===== src/design/atlrp_pkg.sv =====
// ----------------------------------------------------------------------------
// atlrp_pkg
// Types and match strings shared by the modem receive parser.
// ----------------------------------------------------------------------------
`default_nettype none
package atlrp_pkg;

  // Parser mode
  typedef enum logic [2:0] {
    M_IDLE   = 3'd0,
    M_WAITOK = 3'd1,
    M_LEN    = 3'd2,
    M_DATA   = 3'd3,
    M_SEND   = 3'd4
  } mode_e;

  // Result kinds
  typedef enum logic [2:0] {
    K_DATA    = 3'd0,
    K_CONNECT = 3'd1,
    K_CLOSE   = 3'd2,
    K_SEND_OK = 3'd3,
    K_OK      = 3'd4,
    K_DROP    = 3'd5
  } kind_e;

  // Sequencer state
  typedef enum logic {
    S_READY = 1'b0,
    S_RUN   = 1'b1
  } fsm_e;

  typedef struct packed {
    kind_e       kind;
    logic [3:0]  conn_id;
    logic [7:0]  data_byte;
    logic [15:0] remaining;
    logic [4:0]  open_map;
    logic        last;
  } res_t;

  typedef struct packed {
    logic push;   // load a new result into the holding slot
    logic flush;  // no more results for this item
  } res_ctl_t;

  typedef struct packed {
    logic can_push;
    logic drain_ok;
  } res_stat_t;

  localparam logic [7:0] CH_COLON = 8'h3A;
  localparam logic [7:0] CH_ZERO  = 8'h30;
  localparam logic [7:0] CH_NINE  = 8'h39;

  localparam logic [7:0] PAT_SEND_OK [9] =
    '{8'h53, 8'h45, 8'h4E, 8'h44, 8'h20, 8'h4F, 8'h4B, 8'h0D, 8'h0A};
  localparam logic [7:0] PAT_IPD [5] = '{8'h2B, 8'h49, 8'h50, 8'h44, 8'h2C};
  localparam logic [7:0] PAT_OK [6] = '{8'h0D, 8'h0A, 8'h4F, 8'h4B, 8'h0D, 8'h0A};
  localparam logic [7:0] PAT_CONNECT [9] =
    '{8'h2C, 8'h43, 8'h4F, 8'h4E, 8'h4E, 8'h45, 8'h43, 8'h54, 8'h0D};
  localparam logic [7:0] PAT_CLOSED [9] =
    '{8'h2C, 8'h43, 8'h4C, 8'h4F, 8'h53, 8'h45, 8'h44, 8'h0D, 8'h0A};
  localparam logic [7:0] PAT_CRLF [2] = '{8'h0D, 8'h0A};

endpackage
`default_nettype wire


===== src/design/atlrp_if.sv =====
// ----------------------------------------------------------------------------
// atlrp_in_if / atlrp_out_if
// Valid/ready channels for received bytes and parser results.
// ----------------------------------------------------------------------------
`default_nettype none
interface atlrp_in_if;
  logic       valid;
  logic       ready;
  logic       cmd;
  logic [7:0] rx_byte;

  modport source (output valid, cmd, rx_byte, input ready);
  modport sink (input valid, cmd, rx_byte, output ready);
endinterface

interface atlrp_out_if;
  logic        valid;
  logic        ready;
  logic [2:0]  kind;
  logic [3:0]  conn_id;
  logic [7:0]  data_byte;
  logic [15:0] remaining;
  logic [4:0]  open_map;
  logic        last;

  modport source (output valid, kind, conn_id, data_byte, remaining, open_map, last,
                  input ready);
  modport sink (input valid, kind, conn_id, data_byte, remaining, open_map, last,
                output ready);
endinterface
`default_nettype wire


===== src/design/atlrp_res_stage.sv =====
// ----------------------------------------------------------------------------
// atlrp_res_stage
// Holding slot plus output register; marks the final result of an item.
// ----------------------------------------------------------------------------
`default_nettype none
module atlrp_res_stage (
  input  wire logic                 clk_i,
  input  wire logic                 rst_ni,
  input  wire atlrp_pkg::res_ctl_t  ctl_i,
  input  wire atlrp_pkg::res_t      res_i,
  output atlrp_pkg::res_stat_t      stat_o,
  atlrp_out_if.source               ev_o
);
  import atlrp_pkg::*;

  res_t held_q, out_q;
  logic held_v_q, out_v_q;
  logic out_free;

  assign out_free        = !out_v_q || ev_o.ready;
  assign stat_o.can_push = !held_v_q || out_free;
  assign stat_o.drain_ok = !held_v_q || out_free;

  // Control: slot and output valid flags
  always_ff @(posedge clk_i or negedge rst_ni) begin
    if (!rst_ni) begin
      held_v_q <= 1'b0;
      out_v_q  <= 1'b0;
    end else begin
      if (ctl_i.push) begin
        held_v_q <= 1'b1;
        out_v_q  <= held_v_q || (out_v_q && !ev_o.ready);
      end else if (ctl_i.flush && held_v_q && out_free) begin
        held_v_q <= 1'b0;
        out_v_q  <= 1'b1;
      end else if (out_v_q && ev_o.ready) begin
        out_v_q <= 1'b0;
      end
    end
  end

  // Payload: a later result proves the held one was not last
  always_ff @(posedge clk_i) begin
    if (ctl_i.push) begin
      held_q <= res_i;
      if (held_v_q) out_q <= {held_q[$bits(res_t)-1:1], 1'b0};
    end else if (ctl_i.flush && held_v_q && out_free) begin
      out_q <= {held_q[$bits(res_t)-1:1], 1'b1};
    end
  end

  assign ev_o.valid     = out_v_q;
  assign ev_o.kind      = out_q.kind;
  assign ev_o.conn_id   = out_q.conn_id;
  assign ev_o.data_byte = out_q.data_byte;
  assign ev_o.remaining = out_q.remaining;
  assign ev_o.open_map  = out_q.open_map;
  assign ev_o.last      = out_q.last;

endmodule
`default_nettype wire


===== src/design/at_link_receive_parser.sv =====
// ----------------------------------------------------------------------------
// at_link_receive_parser
// Receive-side parser for the byte stream of a serial WiFi modem.
// ----------------------------------------------------------------------------
// Usage:
//   rx_i carries one item per received byte (cmd 0) or a send notice (cmd 1).
//   ev_o carries parser results: payload bytes, connect/close events, send ok,
//   ok after payload and dropped bytes; last marks the final result of an item.
//   Items are accepted one at a time. After the accept cycle the sequencer runs
//   one parse action per cycle on the lookahead window (one byte compare set,
//   one length update through the shared multiply-add unit) while the result
//   path has room, then settles and returns to ready.
//   The result path is one holding slot plus the output register: when the
//   receiver stalls, parsing halts at the next result and rx_i stays not ready.
//   Reset clears mode, counts and the open-connection map; window contents are
//   don't-care until written.
// ----------------------------------------------------------------------------
`default_nettype none
module at_link_receive_parser #(
  parameter int MAX_CONN  = 5,
  parameter int LOOKAHEAD = 10
) (
  input  wire logic    clk_i,
  input  wire logic    rst_ni,
  atlrp_in_if.sink     rx_i,
  atlrp_out_if.source  ev_o
);
  import atlrp_pkg::*;

  localparam int CW = $clog2(LOOKAHEAD + 1);
  localparam int IW = $clog2(LOOKAHEAD);
  localparam logic [CW-1:0] N1  = CW'(1);
  localparam logic [CW-1:0] N2  = CW'(2);
  localparam logic [CW-1:0] N6  = CW'(6);
  localparam logic [CW-1:0] N7  = CW'(7);
  localparam logic [CW-1:0] N9  = CW'(9);
  localparam logic [CW-1:0] N10 = CW'(10);
  localparam logic [CW-1:0] N11 = CW'(11);
  localparam logic [CW-1:0] NLA = CW'(LOOKAHEAD);

  logic [7:0]          w_q [LOOKAHEAD];
  logic [7:0]          w_d [LOOKAHEAD];
  logic [CW-1:0]       cnt_q, cnt_d;
  mode_e               mode_q, mode_d;
  fsm_e                fsm_q, fsm_d;
  logic                rts_q, rts_d;
  logic [15:0]         len_q, len_d;
  logic [3:0]          conn_q, conn_d;
  logic [MAX_CONN-1:0] flags_q, flags_d;
  logic                skip_q, skip_d;

  // step results
  logic                chg, emit, apply;
  res_t                em;
  logic [CW-1:0]       sh;
  mode_e               mode_n;
  logic                rts_n, skip_n;
  logic [15:0]         len_n;
  logic [3:0]          conn_n;
  logic [MAX_CONN-1:0] flags_n;

  logic hit_ipd, hit_send, hit_ok, hit_conn, hit_close, hit_crlf;
  logic [3:0]  digit0;
  logic        is_digit;
  logic [19:0] len10;
  logic [15:0] len_dec;

  res_ctl_t  ctl;
  res_stat_t stat;

  // Pattern compares against the window head
  always_comb begin
    hit_ipd   = 1'b1;
    hit_send  = 1'b1;
    hit_ok    = 1'b1;
    hit_conn  = 1'b1;
    hit_close = 1'b1;
    hit_crlf  = 1'b1;
    for (int i = 0; i < 5; i++) if (w_q[i] != PAT_IPD[i]) hit_ipd = 1'b0;
    for (int i = 0; i < 9; i++) if (w_q[i] != PAT_SEND_OK[i]) hit_send = 1'b0;
    for (int i = 0; i < 6; i++) if (w_q[i] != PAT_OK[i]) hit_ok = 1'b0;
    for (int i = 0; i < 9; i++) if (w_q[i+1] != PAT_CONNECT[i]) hit_conn = 1'b0;
    for (int i = 0; i < 9; i++) if (w_q[i+1] != PAT_CLOSED[i]) hit_close = 1'b0;
    for (int i = 0; i < 2; i++) if (w_q[i] != PAT_CRLF[i]) hit_crlf = 1'b0;
  end

  // Shared length unit: times ten plus digit, or decrement
  assign digit0   = w_q[0][3:0];
  assign is_digit = (w_q[0] >= CH_ZERO) && (w_q[0] <= CH_NINE);
  assign len10    = ({4'b0, len_q} << 3) + ({4'b0, len_q} << 1) + {16'b0, digit0};
  assign len_dec  = len_q - 16'd1;

  // One parse action
  always_comb begin
    chg     = 1'b0;
    emit    = 1'b0;
    em      = '0;
    sh      = '0;
    mode_n  = mode_q;
    rts_n   = rts_q;
    len_n   = len_q;
    conn_n  = conn_q;
    flags_n = flags_q;
    skip_n  = skip_q;
    unique case (mode_q)
      M_IDLE: begin
        if (cnt_q >= N10) begin
          chg = 1'b1;
          if (hit_ipd) begin
            conn_n = w_q[5][3:0];
            sh     = N7;
            len_n  = '0;
            mode_n = M_LEN;
          end else if (hit_conn) begin
            for (int i = 0; i < MAX_CONN; i++) if (digit0 == 4'(i)) flags_n[i] = 1'b1;
            emit       = 1'b1;
            em.kind    = K_CONNECT;
            em.conn_id = digit0;
            // drop the byte after CONNECT now or on arrival
            if (cnt_q > N10) sh = N11;
            else begin
              sh     = N10;
              skip_n = 1'b1;
            end
          end else if (hit_close) begin
            for (int i = 0; i < MAX_CONN; i++) if (digit0 == 4'(i)) flags_n[i] = 1'b0;
            emit       = 1'b1;
            em.kind    = K_CLOSE;
            em.conn_id = digit0;
            sh         = N10;
          end else if (hit_crlf) begin
            sh = N2;
          end else begin
            sh = N1;
          end
        end
      end
      M_SEND: begin
        if (cnt_q >= N9) begin
          chg = 1'b1;
          if (hit_send) begin
            sh      = N9;
            emit    = 1'b1;
            em.kind = K_SEND_OK;
            mode_n  = M_IDLE;
          end else if (hit_ipd) begin
            conn_n = w_q[5][3:0];
            sh     = N7;
            len_n  = '0;
            mode_n = M_LEN;
            rts_n  = 1'b1;
          end else begin
            sh = N1;
          end
        end
      end
      M_LEN: begin
        if (cnt_q != '0) begin
          chg = 1'b1;
          sh  = N1;
          if (w_q[0] == CH_COLON) begin
            mode_n = (len_q != '0) ? M_DATA : M_WAITOK;
          end else if (is_digit) begin
            len_n = (len10[19:16] != '0) ? 16'hFFFF : len10[15:0];
          end
        end
      end
      M_DATA: begin
        if (len_q == '0) begin
          chg    = 1'b1;
          mode_n = M_WAITOK;
        end else if (cnt_q != '0) begin
          chg          = 1'b1;
          sh           = N1;
          len_n        = len_dec;
          emit         = 1'b1;
          em.kind      = K_DATA;
          em.conn_id   = conn_q;
          em.data_byte = w_q[0];
          em.remaining = len_dec;
          if (len_dec == '0) mode_n = M_WAITOK;
        end
      end
      M_WAITOK: begin
        if (cnt_q >= N6) begin
          chg  = 1'b1;
          emit = 1'b1;
          if (hit_ok) begin
            sh         = N6;
            em.kind    = K_OK;
            em.conn_id = conn_q;
            mode_n     = rts_q ? M_SEND : M_IDLE;
          end else begin
            sh           = N1;
            em.kind      = K_DROP;
            em.data_byte = w_q[0];
            mode_n       = M_IDLE;
          end
          rts_n = 1'b0;
        end
      end
      default: begin
        chg    = 1'b1;
        mode_n = M_IDLE;
      end
    endcase
    for (int i = 0; i < 5; i++) if (i < MAX_CONN) em.open_map[i] = flags_n[i];
  end

  // Sequencer: accept, then one action per cycle while results have room, until settled
  assign apply     = chg && (!emit || stat.can_push);
  assign ctl.push  = (fsm_q == S_RUN) && apply && emit;
  assign ctl.flush = (fsm_q == S_RUN) && !chg;
  assign rx_i.ready = (fsm_q == S_READY);

  always_comb begin
    fsm_d   = fsm_q;
    w_d     = w_q;
    cnt_d   = cnt_q;
    mode_d  = mode_q;
    rts_d   = rts_q;
    len_d   = len_q;
    conn_d  = conn_q;
    flags_d = flags_q;
    skip_d  = skip_q;
    unique case (fsm_q)
      S_READY: begin
        if (rx_i.valid) begin
          fsm_d = S_RUN;
          if (rx_i.cmd) begin
            if (mode_q == M_IDLE) mode_d = M_SEND;
          end else if (skip_q) begin
            skip_d = 1'b0;
          end else if (cnt_q < NLA) begin
            w_d[cnt_q[IW-1:0]] = rx_i.rx_byte;
            cnt_d              = cnt_q + N1;
          end
        end
      end
      S_RUN: begin
        if (apply) begin
          mode_d  = mode_n;
          rts_d   = rts_n;
          len_d   = len_n;
          conn_d  = conn_n;
          flags_d = flags_n;
          skip_d  = skip_n;
          // drop consumed bytes from the window head
          for (int i = 0; i < LOOKAHEAD; i++) begin
            if (i + int'(sh) < LOOKAHEAD) w_d[i] = w_q[IW'(i + int'(sh))];
          end
          cnt_d = (sh >= cnt_q) ? '0 : cnt_q - sh;
        end else if (!chg && stat.drain_ok) begin
          fsm_d = S_READY;
        end
      end
      default: fsm_d = S_READY;
    endcase
  end

  always_ff @(posedge clk_i or negedge rst_ni) begin
    if (!rst_ni) begin
      fsm_q   <= S_READY;
      cnt_q   <= '0;
      mode_q  <= M_IDLE;
      rts_q   <= 1'b0;
      len_q   <= '0;
      conn_q  <= '0;
      flags_q <= '0;
      skip_q  <= 1'b0;
    end else begin
      fsm_q   <= fsm_d;
      cnt_q   <= cnt_d;
      mode_q  <= mode_d;
      rts_q   <= rts_d;
      len_q   <= len_d;
      conn_q  <= conn_d;
      flags_q <= flags_d;
      skip_q  <= skip_d;
    end
  end

  // Window bytes
  always_ff @(posedge clk_i) begin
    w_q <= w_d;
  end

  atlrp_res_stage u_res (
    .clk_i  (clk_i),
    .rst_ni (rst_ni),
    .ctl_i  (ctl),
    .res_i  (em),
    .stat_o (stat),
    .ev_o   (ev_o)
  );

  // Checks
  a_one_item: assert property (@(posedge clk_i) disable iff (!rst_ni)
    rx_i.valid && rx_i.ready |=> !rx_i.ready)
    else $error("item accepted while previous one in flight");
  a_cnt_bound: assert property (@(posedge clk_i) disable iff (!rst_ni)
    cnt_q <= NLA)
    else $error("window count beyond lookahead");
  a_idle_settled: assert property (@(posedge clk_i) disable iff (!rst_ni)
    rx_i.ready && mode_q == M_IDLE |-> cnt_q < N10)
    else $error("idle parser left a full window");
  a_push_room: assert property (@(posedge clk_i) disable iff (!rst_ni)
    ctl.push |-> stat.can_push)
    else $error("result pushed with no room");

endmodule
`default_nettype wire


===== src/flat_wrapper.sv =====
// flat-port wrapper written by rule: the top's interface ports become plain ports
module at_link_receive_parser_flat import atlrp_pkg::*;
#(
  parameter int MAX_CONN  = 5,
  parameter int LOOKAHEAD = 10
)
  (clk_i, rst_ni, rx_i_valid, rx_i_cmd, rx_i_rx_byte, rx_i_ready, ev_o_valid, ev_o_kind, ev_o_conn_id, ev_o_data_byte, ev_o_remaining, ev_o_open_map, ev_o_last, ev_o_ready);
  atlrp_in_if rx_i_i ();
  atlrp_out_if ev_o_i ();
  input  wire logic clk_i;
  input  wire logic rst_ni;
  input wire logic [$bits(rx_i_i.valid)-1:0] rx_i_valid;
  input wire logic [$bits(rx_i_i.cmd)-1:0] rx_i_cmd;
  input wire logic [$bits(rx_i_i.rx_byte)-1:0] rx_i_rx_byte;
  output wire logic [$bits(rx_i_i.ready)-1:0] rx_i_ready;
  output wire logic [$bits(ev_o_i.valid)-1:0] ev_o_valid;
  output wire logic [$bits(ev_o_i.kind)-1:0] ev_o_kind;
  output wire logic [$bits(ev_o_i.conn_id)-1:0] ev_o_conn_id;
  output wire logic [$bits(ev_o_i.data_byte)-1:0] ev_o_data_byte;
  output wire logic [$bits(ev_o_i.remaining)-1:0] ev_o_remaining;
  output wire logic [$bits(ev_o_i.open_map)-1:0] ev_o_open_map;
  output wire logic [$bits(ev_o_i.last)-1:0] ev_o_last;
  input wire logic [$bits(ev_o_i.ready)-1:0] ev_o_ready;
  assign rx_i_i.valid = rx_i_valid;
  assign rx_i_i.cmd = rx_i_cmd;
  assign rx_i_i.rx_byte = rx_i_rx_byte;
  assign rx_i_ready = rx_i_i.ready;
  assign ev_o_valid = ev_o_i.valid;
  assign ev_o_kind = ev_o_i.kind;
  assign ev_o_conn_id = ev_o_i.conn_id;
  assign ev_o_data_byte = ev_o_i.data_byte;
  assign ev_o_remaining = ev_o_i.remaining;
  assign ev_o_open_map = ev_o_i.open_map;
  assign ev_o_last = ev_o_i.last;
  assign ev_o_i.ready = ev_o_ready;
  at_link_receive_parser #(.MAX_CONN(MAX_CONN), .LOOKAHEAD(LOOKAHEAD)) u_core (.clk_i(clk_i), .rst_ni(rst_ni), .rx_i(rx_i_i), .ev_o(ev_o_i));
endmodule

===== config.mk =====
export PLATFORM = sky130hd
export DESIGN_NAME = at_link_receive_parser_flat
export DESIGN_NICKNAME = d
export VERILOG_FILES = /design/src/design/atlrp_pkg.sv /design/src/design/atlrp_if.sv /design/src/design/atlrp_res_stage.sv /design/src/design/at_link_receive_parser.sv /design/src/flat_wrapper.sv
export SDC_FILE = /design/constraint.sdc
export NUM_CORES = 1
export LEC_CHECK = 0
export ABC_AREA = 0
export BUFFER_PORTS_ARGS = -buffer_cell sky130_fd_sc_hd__buf_2
export CAP_MARGIN = 20
export CORE_ASPECT_RATIO = 1.2
export CORE_MARGIN = 3
export CORE_UTILIZATION = 55
export CTS_CLUSTER_SIZE = 20
export DETAILED_ROUTE_END_ITERATION = 10
export PLACE_DENSITY_LB_ADDON = 0.08
export SYNTH_ARGS = -nofsm -noshare
export SYNTH_HDL_FRONTEND = slang
export SYNTH_SLANG_ARGS = --single-unit

===== constraint.sdc =====
create_clock -name clk_i -period 5.3 [get_ports clk_i]
set_clock_uncertainty 0.1 [all_clocks]
set_input_delay 0.53 -clock clk_i [delete_from_list [all_inputs] [get_ports clk_i]]
set_output_delay 0.53 -clock clk_i [all_outputs]
set_load 0.005 [all_outputs]

==> results.ini, run 1 <==
[run_status]
status = completed

[grt]
grt_pass1_wl_mm = 86.66
grt_antenna_before_repair = 5
grt_util_all_layers_pct = 43.45
grt_max_degree = 54
grt_pass1_vias = 13250
overflow = 0

[clocking]
cts_buffers = 17
cts-root-buf = clkbuf_16
ctsResizeCount = 0
insertion_delay_ns = 0.46
clkTransAtPathRegs_ns = 0.08
post-cts-setup-buffers = 0
cts_tree = done
htreeDepth = 4
cts_buffer_depth = 2
cts_hold_buf = 0
cts_num_sinks = 190

[yosys]
yosysSeqAreaShare_pct = 39.45
synth-compound-area-share_pct = 17.96
yosys_register_bits = 190
yosysWarnings = 0
synth_area_um2 = 13990
synth_top_family_by_area = simple AND/OR/NAND/NOR gates
synth_top_area_share_pct = 32.84
synth_edf_count = 153
muxShareOfSynthArea_pct = 11.52
synth_cell_type_count = 93
synthAdderAreaFrac_pct = 5.258
syn_nets = 1470
syn_area_per_cell_um2 = 9.994
synth_area_leaders = edfxtp_1, dfrtp_1, mux2i_1
synth-simple-area-share_pct = 19.93
async_reset_ff_share_pct = 19.47
synth_ff_type = edfxtp_1
yosysTopAreaCell = edfxtp_1
yosys.area_share.xor_xnor_pct = 2.244
syn_inst = 1400

[worst_setup_path]
worstSetupPathType = register to register
cp_max_fo = 7
endpoint_kind = register
r2r_start = u_core.cnt_q[0]
cp-start-kind = register
required_ns = 5.37
rrSetupSlack_ns = 0.13
rr_endpoint = u_core.w_q[60]
crit_arrival_ns = 5.24
r2r_cells = 14

[power]
peakVddDrop_v = 0.0003077
leakagePower_nw = 5.757
power_density_nw_per_um2 = 506.9

[timing]
worst_pin_slew_ns = 1.240
finalSetupViolations = 0
hold_viol = 0
max_freq_ghz = 0.1935
slew_headroom_pct = 16.68
period_share_pct = 97.50
slew_viol_final = 0
fin_crit_ns = 5.168
rsz0062_at_grt = false
finalSetupTns_ns = 0

[finish]
final_nets = 1558
drive_gt1_share_pct = 16.86
fin_cells = 1828
nFillCells = 2119
area_delta_synth_final_pct = 11.71

[die]
pin_count = 52
die_x_um = 151.6
core_um2 = 24910
die_area_um2 = 27400
start_util_pct = 56.17
rows = 63
die_h_um = 180.7

[placed_design]
numPortBuffers = 51
hpwl_mm = 44.24
dpl.cell_count = 1794
gp_congestion = 1.092

[drt]
antenna_left = 0
drc_errors = 0
wl_per_cell_um = 32.63
first_iter_violations = 1808
wirelength_mm = 59.64
firstDrtPassIters = 9
viasPerCell = 7.465
via_count = 13650

[hold_path]
hp-class = input port to async pin

[flow_run]
maxCapViolCount = 0

## critical path, stage by stage, from the launching register on
cell      delay [ns]
dfrtp_1         0.47
inv_1           0.21
ha_1            0.51
nor3b_1         0.42
nor2_1          0.13
nand2_1         0.12
nor2_2          0.06
nor2_1          0.29
o21a_1          0.44
inv_1           0.15
ha_1            0.31
xnor2_1         0.63
nand3b_1        0.29
buf_4           0.24
o221ai_1        0.50
## layout by cell type, fill, tap and decap left out, drive strengths merged, types with 12 or more instances in the layout
cell type,netlist,routed
a21oi,66,66
a22oi,15,15
and2,15,15
buf,29,134
clkbuf,36,17
dfrtp,37,37
edfxtp,153,153
ha,54,54
inv,30,40
mux2,32,32
mux2i,89,89
mux4,16,16
nand2,129,129
nand2b,14,14
nand3,36,36
nand4,24,24
nor2,139,139
nor2b,18,18
nor3,24,24
nor3b,14,14
nor4,23,23
o211ai,20,20
o21a,12,12
o21ai,92,92
o221ai,31,31
o22ai,14,14
or3,22,22
xnor2,23,23
xor2,12,12
## registers in the layout (all words and copies together) (netlist names), 5 cells and up
name	flops
u_core.u_res.ev_o.open_map	5
u_core.len_q	16
u_core.u_res.ev_o.data_byte	8
u_core.u_res.ev_o.remaining	16
u_core.u_res.held_q	36
u_core.flags_q	5
u_core.w_q	76
## layer usage
metal	wire length (µm)	track usage (%)	share of wire [%]	vias to the layer above
met4	6857	37.61	11	4
met1	19120	48.16	32	6445
met2	26560	66.95	45	1147
li1	-	-	-	5611
met3	7079	13.07	12	439
met5	25	0	0.042	-
## cells in the mapped netlist, drive strengths merged, types with 12 or more instances
master / instances
nand2: 129
o221ai: 31
o21ai: 92
a21oi: 66
edfxtp: 153
nand2b: 14
ha: 54
dfrtp: 37
o22ai: 14
o21a: 12
nor3: 24
and2: 15
nand4: 24
mux2: 32
inv: 30
or3: 22
buf: 29
mux2i: 89
a22oi: 15
nor3b: 14
mux4: 16
nor4: 23
nor2: 139
o211ai: 20
xor2: 12
xnor2: 23
nor2b: 18
nand3: 36
clkbuf: 36
## cells by family (layout without fill, tap and decap cells)
family	after synthesis	after routing
adders and majority gates	57	57
DFF	190	190
buffers and inverters	95	196
other	0	2
xor gates and xnor gates	35	35
and+or+nand+nor	528	528
AOI/OAI and AO/OA	358	358
muxes	137	137
## layout make-up
class	instances	area (µm²)	area share [%]
antenna	2	5.005	0.03202
clock buffer	17	425.4	2.722
clock inverter	15	217.7	1.393
inverter	30	120.1	0.7684
multi-input combinational	1115	7995	51.15
sequential	190	5520	35.32
tap	325	406.6	2.601
timing repair buffer	134	940.9	6.019
## metrics by stage
stage	total power, mW	utilization (%)	hold WS, ns	instance area, µm²	worst slack, ns
CTS	7.648	62.73	0.1454	15630	0.3038
detailed placement	6.248	60.15	0.3062	14980	0.3199
floorplan	4.769	-	0.1344	13990	0.5156
global placement	6.230	60.15	0.3007	14980	0.3788
global route	8.100	62.73	0.1973	15630	0.08041
finish	7.923	62.75	0.1227	15630	0.1322
## worst max path at each step
stage                                              end  depth (start not counted)       startpoint  slack [ns]
after floorplan           u_core.u_res.ev_o.conn_id[0]                         10  u_core.len_q[2]        0.52
after global placement                   u_core.w_q[3]                         14   u_core.w_q[59]        0.38
after detailed placement                 u_core.w_q[3]                         14   u_core.w_q[76]        0.32
after CTS                                u_core.w_q[7]                         14   u_core.w_q[76]        0.30
after global routing                    u_core.w_q[60]                         14  u_core.cnt_q[0]        0.08
final                                   u_core.w_q[60]                         14  u_core.cnt_q[0]        0.13
## power breakdown
| group | internal, mW | switching, mW | total (mW) |
|---|---|---|---|
| combinational | 1.47 | 2.63 | 4.09 |
| sequential | 1.98 | 0.433 | 2.42 |
| clock | 0.669 | 0.747 | 1.42 |
| total | 4.12 | 3.81 | 7.92 |
(Power assumes the default switching activity.)
==> run 2: changes to the inputs <==
--- a/config.mk
+++ b/config.mk
@@ -8,9 +8,11 @@
 export ABC_AREA = 0
 export BUFFER_PORTS_ARGS = -buffer_cell sky130_fd_sc_hd__buf_2
 export CAP_MARGIN = 20
+export CELL_PAD_IN_SITES_DETAIL_PLACEMENT = 0
+export CELL_PAD_IN_SITES_GLOBAL_PLACEMENT = 1
 export CORE_ASPECT_RATIO = 1.2
 export CORE_MARGIN = 3
-export CORE_UTILIZATION = 55
+export CORE_UTILIZATION = 50
 export CTS_CLUSTER_SIZE = 20
 export DETAILED_ROUTE_END_ITERATION = 10
 export PLACE_DENSITY_LB_ADDON = 0.08
==> run 2 against run 1 <==
  * Hold slack got worse by 0.0094 ns
  * First-iteration DRC count up 4.2%
  * Clock power about the same
  * Critical endpoint is now u_core.w_q[52]
  * Largest cell class unchanged
==> results.ini, run 2 (synthesis results as in run 1) <==
[grt]
use_met3_pct = 8.993  ; was 13.07%
grt_pass1_vias = 12790  ; was 13.25k
grt_antenna_before_repair = 3  ; was 5
global_route.usage.met2_pct = 64.54  ; was 66.95%
grt_util_all_layers_pct = 38.83  ; was 43.45%
overflow = 0  ; unchanged
use_met1_pct = 43.64  ; was 48.16%
grt_max_degree = 54  ; unchanged
grt_busiest_layer = met2  ; unchanged
grt_pass1_wl_mm = 85.40  ; was 86.66 mm

[clocking]
cts_num_sinks = 190  ; unchanged
cts-root-buf = clkbuf_16  ; unchanged
clkTransAtPathRegs_ns = 0.09  ; was 0.08 ns
cts_hold_buf = 0  ; unchanged
ctsResizeCount = 0  ; unchanged
insertion_delay_ns = 0.47  ; was 0.46 ns
cts_buffers = 17  ; unchanged
cts_buffer_depth = 2  ; unchanged
cts_tree = done  ; unchanged
htreeDepth = 4  ; unchanged
post-cts-setup-buffers = 0  ; unchanged

[drt]
wirelength_mm = 59.15  ; was 59.64 mm
drc_errors = 0  ; unchanged
firstDrtPassIters = 6  ; was 9
via_count = 13230  ; was 13.65k
wl_per_cell_um = 31.41  ; was 32.63 µm
first_iter_violations = 1884  ; was 1,808
antenna_left = 0  ; unchanged
viasPerCell = 7.027  ; was 7.465

[timing]
fin_crit_ns = 5.216  ; was 5.168 ns
slew_headroom_pct = 21.56  ; was 16.68%
finalSetupTns_ns = 0  ; unchanged
rsz0062_at_grt = false  ; unchanged
hold_viol = 0  ; unchanged
max_freq_ghz = 0.1917  ; was 0.1935 GHz
slew_viol_final = 0  ; unchanged
fin_ws_ns = 0.08439  ; was 0.1322 ns
finalSetupViolations = 0  ; unchanged
worst_pin_slew_ns = 1.166  ; was 1.240 ns
period_share_pct = 98.41  ; was 97.50%

[power]
power_density_nw_per_um2 = 503.2  ; was 506.9 nW/µm²
peakVddDrop_v = 0.0003565  ; was 0.0003077 V
p_total_mw = 7.913  ; was 7.923 mW
leakagePower_nw = 5.784  ; was 5.757 nW

[finish]
final_cell_mix = edfxtp_1, nor2_1, nand2_1  ; unchanged
layout_commonest_cell = edfxtp_1  ; unchanged
drive_gt1_share_pct = 17.25  ; was 16.86%
final_cell_area_um2 = 15730  ; was 15,630 µm²
reg_top3 = u_core.w_q (76), u_core.u_res.held_q (36)  ; unchanged
regMostFlops = u_core.w_q  ; unchanged
area_delta_synth_final_pct = 12.39  ; was 11.71%
final_nets = 1564  ; was 1,558
largest_register_ffs = 76  ; unchanged
fin_cells = 1883  ; was 1,828

[placed_design]
numPortBuffers = 51  ; unchanged
dpl.cell_count = 1848  ; was 1,794
place_ws_ns = 0.3634  ; was 0.3199 ns
place_area_um2 = 15070  ; was 14,980 µm²
gp_congestion = 1.110  ; was 1.092
hpwl_mm = 44.74  ; was 44.24 mm

[die]
core_um2 = 27330  ; was 24,910 µm²
rows = 66  ; was 63
die_h_um = 189.3  ; was 180.7 µm
start_util_pct = 51.19  ; was 56.17%
pin_count = 52  ; unchanged
die_x_um = 158.7  ; was 151.6 µm
die_area_um2 = 30040  ; was 27,400 µm²

[hold_path]
hp-class = input port to async pin  ; unchanged

[worst_setup_path]
crit_arrival_ns = 5.40  ; was 5.24 ns
cp_max_fo = 8  ; was 7
worstSetupPathType = register to register  ; unchanged
required_ns = 5.48  ; was 5.37 ns
endpoint_kind = register  ; unchanged
cp-start-kind = register  ; unchanged

[run_status]
status = completed  ; unchanged

[flow_run]
maxCapViolCount = 0  ; unchanged

## run 2: cell types whose count changed in the layout (fill, tap and decap cells not counted), sizes merged
cell | previous run | this run
inv | 40 | 41
bufinv | 0 | 1
clkinv | 5 | 3
buf | 134 | 140
## run 2: worst paths after layout
check                                   startpoint                              to  slack [ns]  depth (start not counted)
max                                 u_core.w_q[44]                  u_core.w_q[52]        0.08                         14
min                                         rst_ni                u_core.len_q[12]        0.11                          1
max reg2reg                         u_core.w_q[44]                  u_core.w_q[52]        0.08                         14
min reg2reg                u_core.u_res.held_q[10]  u_core.u_res.ev_o.remaining[4]        0.32                          0
max in group asynchronous                   rst_ni                u_core.conn_q[0]        4.40                          1
min in group clk_i                        rx_i_cmd                   u_core.skip_q        0.31                          3
## run 2: layout make-up
cell class,count,area [µm²]
clock buffer,17,425.4
clock inverter,15,215.2
timing repair buffer,140,973.4
multi-input combinational,1115,7999
fill,2422,11610
antenna,2,5.005
tap,374,467.9
sequential,190,5520
inverter,30,120.1
## run 2: report_power, final
part / switching (mW) / total [mW] / internal [mW] / leakage (nW)
clock network: 0.733 / 1.44 / 0.705 / 0.311
registers: 0.385 / 2.37 / 1.98 / 1.88
logic: 2.64 / 4.11 / 1.47 / 3.59
## run 2: metal layers
layer  up-vias  routed length, µm  share of wire, %
met5         -                 13             0.022
met4         2               5745               9.7
met3       337               5834               9.9
met2       957              27480                46
met1      6311              20070                34
li1       5624                  -                 -
## run 2: worst max-delay path, cell delays in order (launching register included)
cell      delay, ns
edfxtp_1       0.51
nor4_1         1.01
nand4_1        0.28
nor4_1         0.36
buf_4          0.19
o211ai_1       0.17
a31oi_4        0.33
nand2_8        0.14
inv_8          0.08
ha_1           0.24
inv_1          0.09
xnor2_1        0.51
nand2_1        0.22
or3_1          0.53
o221ai_1       0.28
## run 2: per-stage QoR
stage          hold slack [ns]  util, %
2_1_floorplan           0.1344        -
3_3_place_gp            0.3011    55.12
3_5_place_dp            0.3045    55.12
4_1_cts                 0.1430    57.46
5_1_grt                 0.1777    57.52
6_report                0.1133    57.53
